`src/ecsm_pkg.sv`:
```
// Shared constants for the affine elliptic-curve scalar multiplier.
// No dependencies; used by ecsm_mulmod and ec_affine_scalar_mul_fp_unit.
package ecsm_pkg;

	localparam int FIELD_BITS_DEF  = 32;
	localparam int SCALAR_BITS_DEF = 64;

	// modulus after reset and smallest usable modulus
	localparam logic [63:0] MODULUS_RESET = 64'd4294967291;
	localparam logic [63:0] MODULUS_MIN   = 64'd3;

endpackage

```
`src/ecsm_mulmod.sv`:
```
// Bit-serial modular multiplier, one bit of b per cycle, MSB first.
// Depends on ecsm_pkg for the default field width.
module ecsm_mulmod #(
	parameter int FIELD_BITS = ecsm_pkg::FIELD_BITS_DEF
) (
	input  logic                  clk,
	input  logic                  arst_n,
	input  logic                  go,
	input  logic [FIELD_BITS-1:0] a,
	input  logic [FIELD_BITS-1:0] b,
	input  logic [FIELD_BITS-1:0] m,
	output logic                  done,
	output logic [FIELD_BITS-1:0] p
);

	localparam int CW = $clog2(FIELD_BITS + 1);

	logic [FIELD_BITS-1:0] a_q;
	logic [FIELD_BITS-1:0] b_q;
	logic [FIELD_BITS-1:0] r_q;
	logic [CW-1:0]         cnt_q;
	logic                  done_q;

	logic [FIELD_BITS:0]   dbl;
	logic [FIELD_BITS-1:0] dbl_red;
	logic [FIELD_BITS:0]   sum;
	logic [FIELD_BITS-1:0] sum_red;

	// one Horner step: r = 2r mod m, then add a mod m if the bit is set
	always_comb begin
		dbl     = {r_q, 1'b0};
		dbl_red = (dbl >= {1'b0, m}) ? FIELD_BITS'(dbl - {1'b0, m}) : dbl[FIELD_BITS-1:0];
		sum     = {1'b0, dbl_red} + (b_q[FIELD_BITS-1] ? {1'b0, a_q} : '0);
		sum_red = (sum >= {1'b0, m}) ? FIELD_BITS'(sum - {1'b0, m}) : sum[FIELD_BITS-1:0];
	end

	// iteration control
	always_ff @(posedge clk or negedge arst_n) begin
		if (!arst_n) begin
			cnt_q  <= '0;
			done_q <= 1'b0;
		end else begin
			done_q <= 1'b0;
			if (go) begin
				cnt_q <= CW'(FIELD_BITS);
			end else if (cnt_q != '0) begin
				cnt_q <= cnt_q - CW'(1);
				if (cnt_q == CW'(1)) begin
					done_q <= 1'b1;
				end
			end
		end
	end

	// operand and accumulator registers
	always_ff @(posedge clk) begin
		if (go) begin
			a_q <= a;
			b_q <= b;
			r_q <= '0;
		end else if (cnt_q != '0) begin
			r_q <= sum_red;
			b_q <= {b_q[FIELD_BITS-2:0], 1'b0};
		end
	end

	assign done = done_q;
	assign p    = r_q;

endmodule

```
`src/ec_affine_scalar_mul_fp_unit.sv`:
```
// Affine scalar multiplication on y^2 = x^3 + b over GF(p), double-and-add.
// Depends on ecsm_pkg and ecsm_mulmod (the one shared modular multiplier).
//
// Usage: with busy low, pulse start with the point and scalar. The item runs
// right-to-left double-and-add; every slope inverse is z^(p-2) by square and
// multiply. All products go through one bit-serial multiplier, and the
// sequencer waits for each product before it goes on. A point operation needs
// about 2*FIELD_BITS+5 products, and an item takes up to one doubling and one
// addition per scalar bit up to the top set bit. The result appears for exactly
// one cycle with result_valid high and cannot be stalled; capture it then.
// The modulus register may be written only while busy is low.
module ec_affine_scalar_mul_fp_unit #(
	parameter int FIELD_BITS  = ecsm_pkg::FIELD_BITS_DEF,
	parameter int SCALAR_BITS = ecsm_pkg::SCALAR_BITS_DEF
) (
	input  logic                   clk,
	input  logic                   arst_n,
	input  logic                   cfg_valid,
	output logic                   cfg_ready,
	input  logic [FIELD_BITS-1:0]  cfg_data,
	input  logic                   start,
	output logic                   busy,
	input  logic [FIELD_BITS-1:0]  point_x,
	input  logic [FIELD_BITS-1:0]  point_y,
	input  logic                   point_is_infinity,
	input  logic [SCALAR_BITS-1:0] scalar,
	output logic                   result_valid,
	output logic [FIELD_BITS-1:0]  result_x,
	output logic [FIELD_BITS-1:0]  result_y,
	output logic                   result_is_infinity
);

	localparam int FB = FIELD_BITS;

	localparam logic [4:0] S_IDLE     = 5'd0;
	localparam logic [4:0] S_RED_X    = 5'd1;
	localparam logic [4:0] S_RED_Y    = 5'd2;
	localparam logic [4:0] S_RED_D    = 5'd3;
	localparam logic [4:0] S_LOOP     = 5'd4;
	localparam logic [4:0] S_ADD_CHK  = 5'd5;
	localparam logic [4:0] S_DBL_CHK  = 5'd6;
	localparam logic [4:0] S_DBL_ST   = 5'd7;
	localparam logic [4:0] S_DBL_3    = 5'd8;
	localparam logic [4:0] S_DBL_NUM  = 5'd9;
	localparam logic [4:0] S_INV_INIT = 5'd10;
	localparam logic [4:0] S_INV_LOOP = 5'd11;
	localparam logic [4:0] S_INV_R    = 5'd12;
	localparam logic [4:0] S_INV_SQ   = 5'd13;
	localparam logic [4:0] S_INV_B    = 5'd14;
	localparam logic [4:0] S_LAM      = 5'd15;
	localparam logic [4:0] S_LAM_SQ   = 5'd16;
	localparam logic [4:0] S_X3       = 5'd17;
	localparam logic [4:0] S_Y3       = 5'd18;
	localparam logic [4:0] S_Y3F      = 5'd19;
	localparam logic [4:0] S_NEXT     = 5'd20;
	localparam logic [4:0] S_OUT      = 5'd21;
	localparam logic [4:0] S_WAIT     = 5'd22;

	logic [4:0]             state_q;
	logic [4:0]             ret_q;
	logic [FB-1:0]          mod_reg_q;
	logic [FB-1:0]          m_q;
	logic [SCALAR_BITS-1:0] k_q;
	logic [FB-1:0]          bx_q, by_q, ax_q, ay_q;
	logic                   binf_q, ainf_q;
	logic [FB-1:0]          num_q, den_q, lam_q, x3_q;
	logic [FB-1:0]          e_q, base_q, r_q;
	logic                   dbl_q, dst_acc_q;
	logic                   rv_q;

	logic                   mul_go;
	logic [FB-1:0]          mul_a, mul_b, mul_p;
	logic                   mul_done;
	logic [4:0]             mul_ret;

	logic [FB-1:0]          m_eff;
	logic [FB-1:0]          three;
	logic [FB-1:0]          px, py;

	// modular add and subtract on reduced operands
	function automatic logic [FB-1:0] madd(input logic [FB-1:0] x, input logic [FB-1:0] y,
			input logic [FB-1:0] m);
		logic [FB:0] s;
		s = {1'b0, x} + {1'b0, y};
		return (s >= {1'b0, m}) ? FB'(s - {1'b0, m}) : s[FB-1:0];
	endfunction

	function automatic logic [FB-1:0] msub(input logic [FB-1:0] x, input logic [FB-1:0] y,
			input logic [FB-1:0] m);
		return (x >= y) ? FB'(x - y) : FB'(x + (m - y));
	endfunction

	ecsm_mulmod #(
		.FIELD_BITS(FB)
	) u_mul (
		.clk    (clk),
		.arst_n (arst_n),
		.go     (mul_go),
		.a      (mul_a),
		.b      (mul_b),
		.m      (m_q),
		.done   (mul_done),
		.p      (mul_p)
	);

	// clamp the modulus to at least three
	assign m_eff = (mod_reg_q < FB'(ecsm_pkg::MODULUS_MIN)) ? FB'(ecsm_pkg::MODULUS_MIN) : mod_reg_q;
	assign three = (m_q == FB'(3)) ? '0 : FB'(3);
	assign px    = dbl_q ? bx_q : ax_q;
	assign py    = dbl_q ? by_q : ay_q;

	// multiplier operand selection per sequencer step
	always_comb begin
		mul_go  = 1'b0;
		mul_a   = '0;
		mul_b   = '0;
		mul_ret = S_IDLE;
		case (state_q)
			S_RED_X: begin
				mul_go = 1'b1; mul_a = FB'(1); mul_b = bx_q; mul_ret = S_RED_Y;
			end
			S_RED_Y: begin
				mul_go = 1'b1; mul_a = FB'(1); mul_b = by_q; mul_ret = S_RED_D;
			end
			S_DBL_ST: begin
				mul_go = 1'b1; mul_a = bx_q; mul_b = bx_q; mul_ret = S_DBL_3;
			end
			S_DBL_3: begin
				mul_go = 1'b1; mul_a = three; mul_b = mul_p; mul_ret = S_DBL_NUM;
			end
			S_INV_LOOP: begin
				mul_go = (e_q != '0) && e_q[0];
				mul_a = r_q; mul_b = base_q; mul_ret = S_INV_R;
			end
			S_INV_SQ: begin
				mul_go = 1'b1; mul_a = base_q; mul_b = base_q; mul_ret = S_INV_B;
			end
			S_LAM: begin
				mul_go = 1'b1; mul_a = num_q; mul_b = r_q; mul_ret = S_LAM_SQ;
			end
			S_LAM_SQ: begin
				mul_go = 1'b1; mul_a = mul_p; mul_b = mul_p; mul_ret = S_X3;
			end
			S_Y3: begin
				mul_go = 1'b1; mul_a = lam_q; mul_b = msub(px, x3_q, m_q); mul_ret = S_Y3F;
			end
			default: begin
				mul_go = 1'b0;
			end
		endcase
	end

	// modulus register
	always_ff @(posedge clk or negedge arst_n) begin
		if (!arst_n) begin
			mod_reg_q <= ecsm_pkg::MODULUS_RESET[FB-1:0];
		end else if (cfg_valid) begin
			mod_reg_q <= cfg_data;
		end
	end

	// control sequencer
	always_ff @(posedge clk or negedge arst_n) begin
		if (!arst_n) begin
			state_q <= S_IDLE;
			ret_q   <= S_IDLE;
			rv_q    <= 1'b0;
		end else begin
			rv_q <= 1'b0;
			if (mul_go) begin
				ret_q   <= mul_ret;
				state_q <= S_WAIT;
			end else begin
				case (state_q)
					S_IDLE:     if (start) state_q <= S_RED_X;
					S_RED_D:    state_q <= S_LOOP;
					S_LOOP: begin
						if (k_q == '0)  state_q <= S_OUT;
						else if (k_q[0]) state_q <= S_ADD_CHK;
						else            state_q <= S_DBL_CHK;
					end
					S_ADD_CHK: begin
						if (ainf_q || binf_q) begin
							state_q <= S_DBL_CHK;
						end else if (ax_q == bx_q) begin
							state_q <= (ay_q == by_q && by_q != '0) ? S_DBL_ST : S_DBL_CHK;
						end else begin
							state_q <= S_INV_INIT;
						end
					end
					S_DBL_CHK:  state_q <= (binf_q || by_q == '0) ? S_NEXT : S_DBL_ST;
					S_DBL_NUM:  state_q <= S_INV_INIT;
					S_INV_INIT: state_q <= S_INV_LOOP;
					S_INV_LOOP: state_q <= (e_q == '0) ? S_LAM : S_INV_SQ;
					S_INV_R:    state_q <= S_INV_SQ;
					S_INV_B:    state_q <= S_INV_LOOP;
					S_X3:       state_q <= S_Y3;
					S_Y3F:      state_q <= dst_acc_q ? S_DBL_CHK : S_NEXT;
					S_NEXT:     state_q <= S_LOOP;
					S_OUT: begin
						rv_q    <= 1'b1;
						state_q <= S_IDLE;
					end
					S_WAIT:     if (mul_done) state_q <= ret_q;
					default:    state_q <= S_IDLE;
				endcase
			end
		end
	end

	// datapath registers
	always_ff @(posedge clk) begin
		case (state_q)
			S_IDLE: begin
				if (start) begin
					m_q    <= m_eff;
					bx_q   <= point_x;
					by_q   <= point_y;
					binf_q <= point_is_infinity;
					k_q    <= scalar;
					ax_q   <= '0;
					ay_q   <= '0;
					ainf_q <= 1'b1;
				end
			end
			S_RED_Y: bx_q <= mul_p;
			S_RED_D: begin
				if (binf_q) begin
					bx_q <= '0;
					by_q <= '0;
				end else begin
					by_q <= mul_p;
				end
			end
			S_ADD_CHK: begin
				dst_acc_q <= 1'b1;
				if (ainf_q) begin
					ax_q   <= bx_q;
					ay_q   <= by_q;
					ainf_q <= binf_q;
				end else if (binf_q) begin
					ainf_q <= ainf_q;
				end else if (ax_q == bx_q) begin
					dbl_q <= 1'b1;
					if (ay_q != by_q || by_q == '0) begin
						ax_q   <= '0;
						ay_q   <= '0;
						ainf_q <= 1'b1;
					end
				end else begin
					dbl_q <= 1'b0;
					num_q <= msub(by_q, ay_q, m_q);
					den_q <= msub(bx_q, ax_q, m_q);
				end
			end
			S_DBL_CHK: begin
				dst_acc_q <= 1'b0;
				dbl_q     <= 1'b1;
				if (binf_q || by_q == '0) begin
					bx_q   <= '0;
					by_q   <= '0;
					binf_q <= 1'b1;
				end
			end
			S_DBL_NUM: begin
				num_q <= mul_p;
				den_q <= madd(by_q, by_q, m_q);
			end
			S_INV_INIT: begin
				r_q    <= FB'(1);
				base_q <= den_q;
				e_q    <= m_q - FB'(2);
			end
			S_INV_R: r_q <= mul_p;
			S_INV_B: begin
				base_q <= mul_p;
				e_q    <= e_q >> 1;
			end
			S_LAM_SQ: lam_q <= mul_p;
			S_X3: begin
				if (dbl_q) x3_q <= msub(mul_p, madd(bx_q, bx_q, m_q), m_q);
				else       x3_q <= msub(msub(mul_p, ax_q, m_q), bx_q, m_q);
			end
			S_Y3F: begin
				if (dst_acc_q) begin
					ax_q   <= x3_q;
					ay_q   <= msub(mul_p, py, m_q);
					ainf_q <= 1'b0;
				end else begin
					bx_q   <= x3_q;
					by_q   <= msub(mul_p, py, m_q);
					binf_q <= 1'b0;
				end
			end
			S_NEXT: k_q <= k_q >> 1;
			S_OUT: begin
				result_x           <= ax_q;
				result_y           <= ay_q;
				result_is_infinity <= ainf_q;
			end
			default: begin
				k_q <= k_q;
			end
		endcase
	end

	assign cfg_ready    = 1'b1;
	assign busy         = (state_q != S_IDLE);
	assign result_valid = rv_q;

endmodule
```
`config.mk`:
```
export PLATFORM = sky130hd
export DESIGN_NAME = ec_affine_scalar_mul_fp_unit
export DESIGN_NICKNAME = d
export VERILOG_FILES = /design/src/ecsm_pkg.sv /design/src/ecsm_mulmod.sv /design/src/ec_affine_scalar_mul_fp_unit.sv
export SDC_FILE = /design/constraint.sdc
export NUM_CORES = 2
export LEC_CHECK = 0
export ABC_AREA = 1
export ABC_CLOCK_PERIOD_IN_PS = 9700
export BUFFER_PORTS_ARGS = -buffer_cell sky130_fd_sc_hd__buf_2
export CORE_MARGIN = 2
export CORE_UTILIZATION = 35
export CTS_CLUSTER_SIZE = 10
export DETAILED_ROUTE_END_ITERATION = 6
export PLACE_DENSITY_LB_ADDON = 0.15
export SLEW_MARGIN = 20
export SYNTH_ARGS = -nofsm -noshare
export SYNTH_HDL_FRONTEND = slang
export SYNTH_SLANG_ARGS = --single-unit
```
`constraint.sdc`:
```
create_clock -name clk -period 9.7 [get_ports clk]
set_input_delay 1.94 -clock clk [delete_from_list [all_inputs] [get_ports clk]]
set_output_delay 1.94 -clock clk [all_outputs]
set_load 0.02 [all_outputs]
```
======== Word-level counts from Yosys, hierarchy flattened ========
Cells that the tools add are included.
W data, S select, Z words.
cells by class
  add/sub/neg operators ................... 29
  bitwise operators ....................... 0
  $mul .................................... 0
  shifts and indexed selects .............. 0
  equal/unequal tests ..................... 40
  magnitude comparators ................... 12
  reductions and logical operators ........ 40
  mux-type cells .......................... 89
  divide/modulo/power cells ............... 0
operators by type and width
  kind                   count
  $mux W32               38
  $sub A32 B32 Y32       17
  $pmux W32 S2           5
  $pmux W32 S8           1
  $add A32 B32 Y32       7
  $ge A32 B32 Y1         7
  $pmux W32 S3           2
  $pmux W32 S6           1
  $pmux W32 S5           1
  $ge A33 B32 Y1         4
  $pmux W32 S4           1
  $pmux W64 S2           1
  $add A32 B32 Y33       3
  $eq A32 B32 Y1         2
  $logic_not A32 Y1      2
  $logic_not A64 Y1      1
  $mux W64               1
  $reduce_bool A32 Y1    2
  $pmux W5 S12           1
  $pmux W5 S9            1
  $eq A5 B4 Y1 const B   8
  $eq A5 B5 Y1 const B   7
  $eq A32 B2 Y1 const B  1
  $lt A32 B2 Y1 const B  1
  other kinds (32)       95
storage, ports and cells
  bits in writable memories ............... 0
  memories kept ........................... 0
  input port bits ......................... 165
  flip-flop bits (word level) ............. 663
  memory bits (read-only) ................. 0
  logic and storage cells ................. 239
  latch bits .............................. 0

======== Longest topological paths before layout ========
  depth in word-level cells ............... 7
  gate-level depth with buffers ........... 48
  gate-level depth less buffers ........... 47

======== By module ========
From an unflattened synthesis, not the netlist that was laid out.
unflattened totals
  cell total of the unflattened synthesis .. 10373
  area total of the unflattened synthesis .. 73464.2 µm²
by module, submodules not included
  module                        cells each  seq. area each (µm²)  area an instance (µm²)  times used
  ec_affine_scalar_mul_fp_unit  8292        16639.7               61243.7                 1
  ecsm_mulmod                   2081        2737.6                12220.5                 1

======== Worst setup path after synthesis ========
No wires, ideal clock.
  path kind ............................... input to register
  start point ............................. input start
  end point ............................... register ax_q[0] (enable)
  stages on the path ...................... 2
  library setup time ...................... 0.644 ns
  path buffers ............................ 0
  setup slack ............................. 0.844 ns
  arrival ................................. 8.212 ns
  data required time ...................... 9.056 ns
  path through ............................ nor2_1 -> nor4_1
on the way
  word-level cells in the longest chain between the ends .. 2
ends and longest elaborated chain
  item                         line                                 text
  from (decl)                  ec_affine_scalar_mul_fp_unit.sv:21   input logic start,
  $ne A2 B2 Y1 (no line)       -
  $reduce_and A6 Y1 (no line)  -
  to (signal assigned)         ec_affine_scalar_mul_fp_unit.sv:238  ax_q <= bx_q;
  to (signal assigned)         ec_affine_scalar_mul_fp_unit.sv:286  ax_q <= x3_q;
  to (decl)                    ec_affine_scalar_mul_fp_unit.sv:64   logic [FB-1:0] bx_q, by_q, ax_q, ay_q;
No other way between the ends.
A chain may end at the register's enable or synchronous reset.

======== Worst setup path in the final report ========
  start point ............................. register m_q[0]
  end point ............................... register x3_q[25], data pin
on the way
  word-level cells in the longest chain between the ends .. 6
ends and longest elaborated chain
  item                                                 line                                                                    text
  from (decl)                                          ec_affine_scalar_mul_fp_unit.sv:62                                      logic [FB-1:0] m_q;
  from (signal assigned)                               ec_affine_scalar_mul_fp_unit.sv:216                                     m_q <= m_eff;
  $sub A32 B32 Y32, or another cell as far along       ec_affine_scalar_mul_fp_unit.sv:90                                      return (x >= y) ? FB'(x - y) : FB'(x + (m - y));
  $add A32 B32 Y32 / $mux W32 (equally long branches)  ec_affine_scalar_mul_fp_unit.sv:90, ec_affine_scalar_mul_fp_unit.sv:85
  $mux W32 / $sub A32 B32 Y32 (equally long branches)  ec_affine_scalar_mul_fp_unit.sv:90
  $add A32 B32 Y32, or another cell as far along       ec_affine_scalar_mul_fp_unit.sv:90
  $mux W32                                             ec_affine_scalar_mul_fp_unit.sv:90
  $mux W32 (*)                                         ec_affine_scalar_mul_fp_unit.sv:281                                     if (dbl_q) x3_q <= msub(mul_p, madd(bx_q, bx_q, m_q), m_q);
  to (signal assigned)                                 ec_affine_scalar_mul_fp_unit.sv:281
  to (signal assigned)                                 ec_affine_scalar_mul_fp_unit.sv:282                                     else x3_q <= msub(msub(mul_p, ax_q, m_q), bx_q, m_q);
  to (decl)                                            ec_affine_scalar_mul_fp_unit.sv:66                                      logic [FB-1:0] num_q, den_q, lam_q, x3_q;
Mark *: on every way between the ends. The rest lies on a longest branch, timed or not.

==> flow_metrics.py <==
metrics = {
    "outcome": {
        "status": "finished clean",
    },
    "clocking": {
        "cts_tree": "built",
        "post-cts-setup-buffer-count": 0,
        "cts_sinks": 663,
        "clk_pin_slew_ps": 60,
        "postCtsHoldBufs": 0,
        "post_cts_resized": 0,
        "h-tree-depth": 3,
        "root_buffer": "clkbuf_16",
        "clockBufferDepth": 3,
        "clock_latency_ps": 780,
        "cts_made_buffers": 89,
    },
    "die": {
        "initial_core_util_pct": 35.3,
        "die_w_um": 456,
        "dieArea_mm2": 0.208,
        "coreArea_mm2": 0.203,
        "row_count": 165,
        "die_h_um": 456,
        "num_io_pins": 233,
    },
    "finish": {
        "drive_gt1_share_pct": 8.70,
        "postLayoutCellArea_mm2": 0.0796,
        "area_growth_pct": 11.4,
        "fin_nets": 10970,
    },
    "worst_setup_path": {
        "cpMaxStageDelayCell": "o21ai_0",
        "worstPathArrival_ps": 9120,
        "worstSetupPathType": "reg2reg",
        "max_stage_delay_ps": 640,
        "crit_path_frequent_cell": "nand2_1",
        "startpoint_type": "register",
        "worst-path-max-fanout": 44,
        "cp.required_ps": 10320,
        "end_kind": "register",
    },
    "synthesis": {
        "syn_area_mm2": 0.0715,
        "ys.flop_type": "edfxtp_1",
        "ys_top_cells_by_area": "edfxtp_1 24%, ha_1 11%, nand2_1 11%, inv_1 6.9%, a21oi_1 6.1%",
        "ys_ff_latch": 663,
        "yosysSeqAreaShare_pct": 27.1,
        "ys_warn_count": 0,
        "synth_edf_count": 581,
        "syn-num-nets": 10669,
        "ys_async_sr_fraction_pct": 7.54,
        "synth.top_cell.area_share_pct": 24.4,
        "synth.avg_cell_area_um2": 7.37,
        "synthCells": 9699,
        "synth_top_cell_by_area": "edfxtp_1",
        "yosysUniqueCellTypes": 88,
    },
    "drt": {
        "dr.pass1.iters": 6,
        "via_per_inst": 5.89,
        "first_iter_violations": 8528,
        "vias": 75091,
        "drc": 0,
        "ant_nets": 0,
        "wire_per_inst_um": 33.5,
        "routed_wl_mm": 427,
    },
    "sta": {
        "rsz0062_at_grt": "false",
        "final.setup.tns_ps": 0,
        "post-route-min-period_ps": 8500,
        "tightest_slew_ps": 1350,
        "slew_headroom_pct": 9.01,
        "fin_crit_sh_pct": 87.6,
        "finalMaxSlewViolations": 0,
        "skew_ps": 44.1,
        "max_freq_mhz": 118,
        "final-setup-viol-count": 0,
        "final_hold_viol_count": 0,
    },
    "global_route": {
        "globalRouteOverflowTotal": 0,
        "grt_use_total_pct": 39.7,
        "grt_max_degree": 114,
        "grt_pass1_vias": 72305,
        "grt_pass1_wl_mm": 578,
        "antenna_found_initial": 42,
    },
    "placed_design": {
        "dpl.hpwl_mm": 350,
        "detailed_place.area_mm2": 0.0767,
        "io_buffer_count": 231,
        "place.gp.congestion": 1.06,
    },
    "worst_hold_path": {
        "hp-class": "reg2reg",
    },
    "run": {
        "drv_cap": 0,
    },
}
-- stage by stage --
step                      setup WS (ps)  hold slack [ps]  util, %  instances
after floorplan                     844              444        -       9699
after detailed placement           1440              477     37.9      12580
after global routing                629              509     39.3      12739
after CTS                          1420              496     39.3      12738
after global placement             1520              484     37.9      12580
final                              1200              493     39.3      12752
-- layout make-up --
class / instances / area (µm²)
well taps: 2672 / 3340
diodes: 13 / 32.5
multi-input cells: 7415 / 45900
inverters: 1358 / 5110
fillers: 21509 / 123000
clock buffers: 116 / 2360
clock inverters: 42 / 519
flip-flops and latches: 663 / 19400
repair buffers: 473 / 3010
-- cells in the mapped netlist, drive strengths merged, types with 5 or more instances --
library cell / n
nand3: 413
nand2: 2091
mux2: 12
xor2: 309
a21o: 86
a21oi: 904
nor2: 756
buf: 100
a21boi: 26
edfxtp: 581
nand4: 89
mux2i: 5
o21ai: 881
a211oi: 20
a22oi: 5
or2: 29
a2111oi: 35
nor4: 83
ha: 635
o311ai: 11
xnor2: 197
o22ai: 89
o2111ai: 11
dfrtp: 19
clkbuf: 163
nor3: 124
o31ai: 6
dfxtp: 32
nand3b: 20
o221ai: 63
a31oi: 68
and3: 6
o21bai: 57
o21a: 42
o211ai: 90
fa: 170
dfstp: 31
a221oi: 60
inv: 1335
clkinv: 23
-- cell usage in the layout (no fill, tap or decap), types with 170 or more instances in the layout --
master	n
a21oi_1	870
buf_2	231
buf_4	239
edfxtp_1	581
fa_1	170
ha_1	635
inv_1	1305
nand2_1	2065
nand3_1	403
nor2_1	730
o21ai_0	733
xnor2_1	197
xor2_1	309
-- sequential cells by signal, indices dropped and copies added (netlist names), 6 cells and up --
name	count
x3_q	32
lam_q	32
ax_q	32
ay_q	32
by_q	32
u_mul.p	32
mod_reg_q	32
r_q	32
u_mul.b_q	32
u_mul.a_q	32
base_q	32
bx_q	32
m_q	32
e_q	32
u_mul.cnt_q	6
k_q	64
num_q	32
result_y	32
den_q	32
result_x	32
-- cell families (layout without fill, tap and decap cells) --
family | after synthesis | after routing | synth area share (%)
other | 1 | 14 | 0.00525
and+or+nand+nor | 3616 | 3616 | 21.1
buffers and inverters | 1621 | 1989 | 8.95
adders and majority gates | 805 | 805 | 15.9
AOI/OAI and AO/OA | 2470 | 2470 | 20.5
muxes | 17 | 17 | 0.259
xor gates and xnor gates | 506 | 506 | 6.20
DFF | 663 | 663 | 27.1
-- path summary, 6_finish.rpt --
| check | start | end | slack [ps] | cells after the start |
|---|---|---|---|---|
| hold reg to reg | mod_reg_q[24] | mod_reg_q[24] | 490 | 2 |
| max in group asynchronous | arst_n | u_mul.cnt_q[0] | 7760 | 2 |
| setup reg to reg | m_q[0] | x3_q[25] | 1200 | 42 |
| min in group asynchronous | arst_n | mod_reg_q[27] | 1270 | 1 |
| setup / recovery | m_q[0] | x3_q[25] | 1200 | 42 |
| hold / removal | mod_reg_q[24] | mod_reg_q[24] | 490 | 2 |
-- critical path, delay by kind of cell (launching register included) --
family                     cells  cell delay [ps]
AOI/OAI and AO/OA             13             2790
xor gates and xnor gates       1              100
adders and majority gates      4             1500
buffers and inverters          6             1370
DFF                            1              400
and+or+nand+nor               18             2130
-- routing by layer --
metal,track usage [%],up-vias,share of wire (%)
met5,0,-,0.042
met4,30.7,24,9.2
met3,8.51,889,8.8
met2,61.4,3800,43
met1,48.3,36612,39
li1,-,33766,-
Power is not shown: default switching activity piles up to over one toggle a cycle in this logic, so the estimate is an artifact.
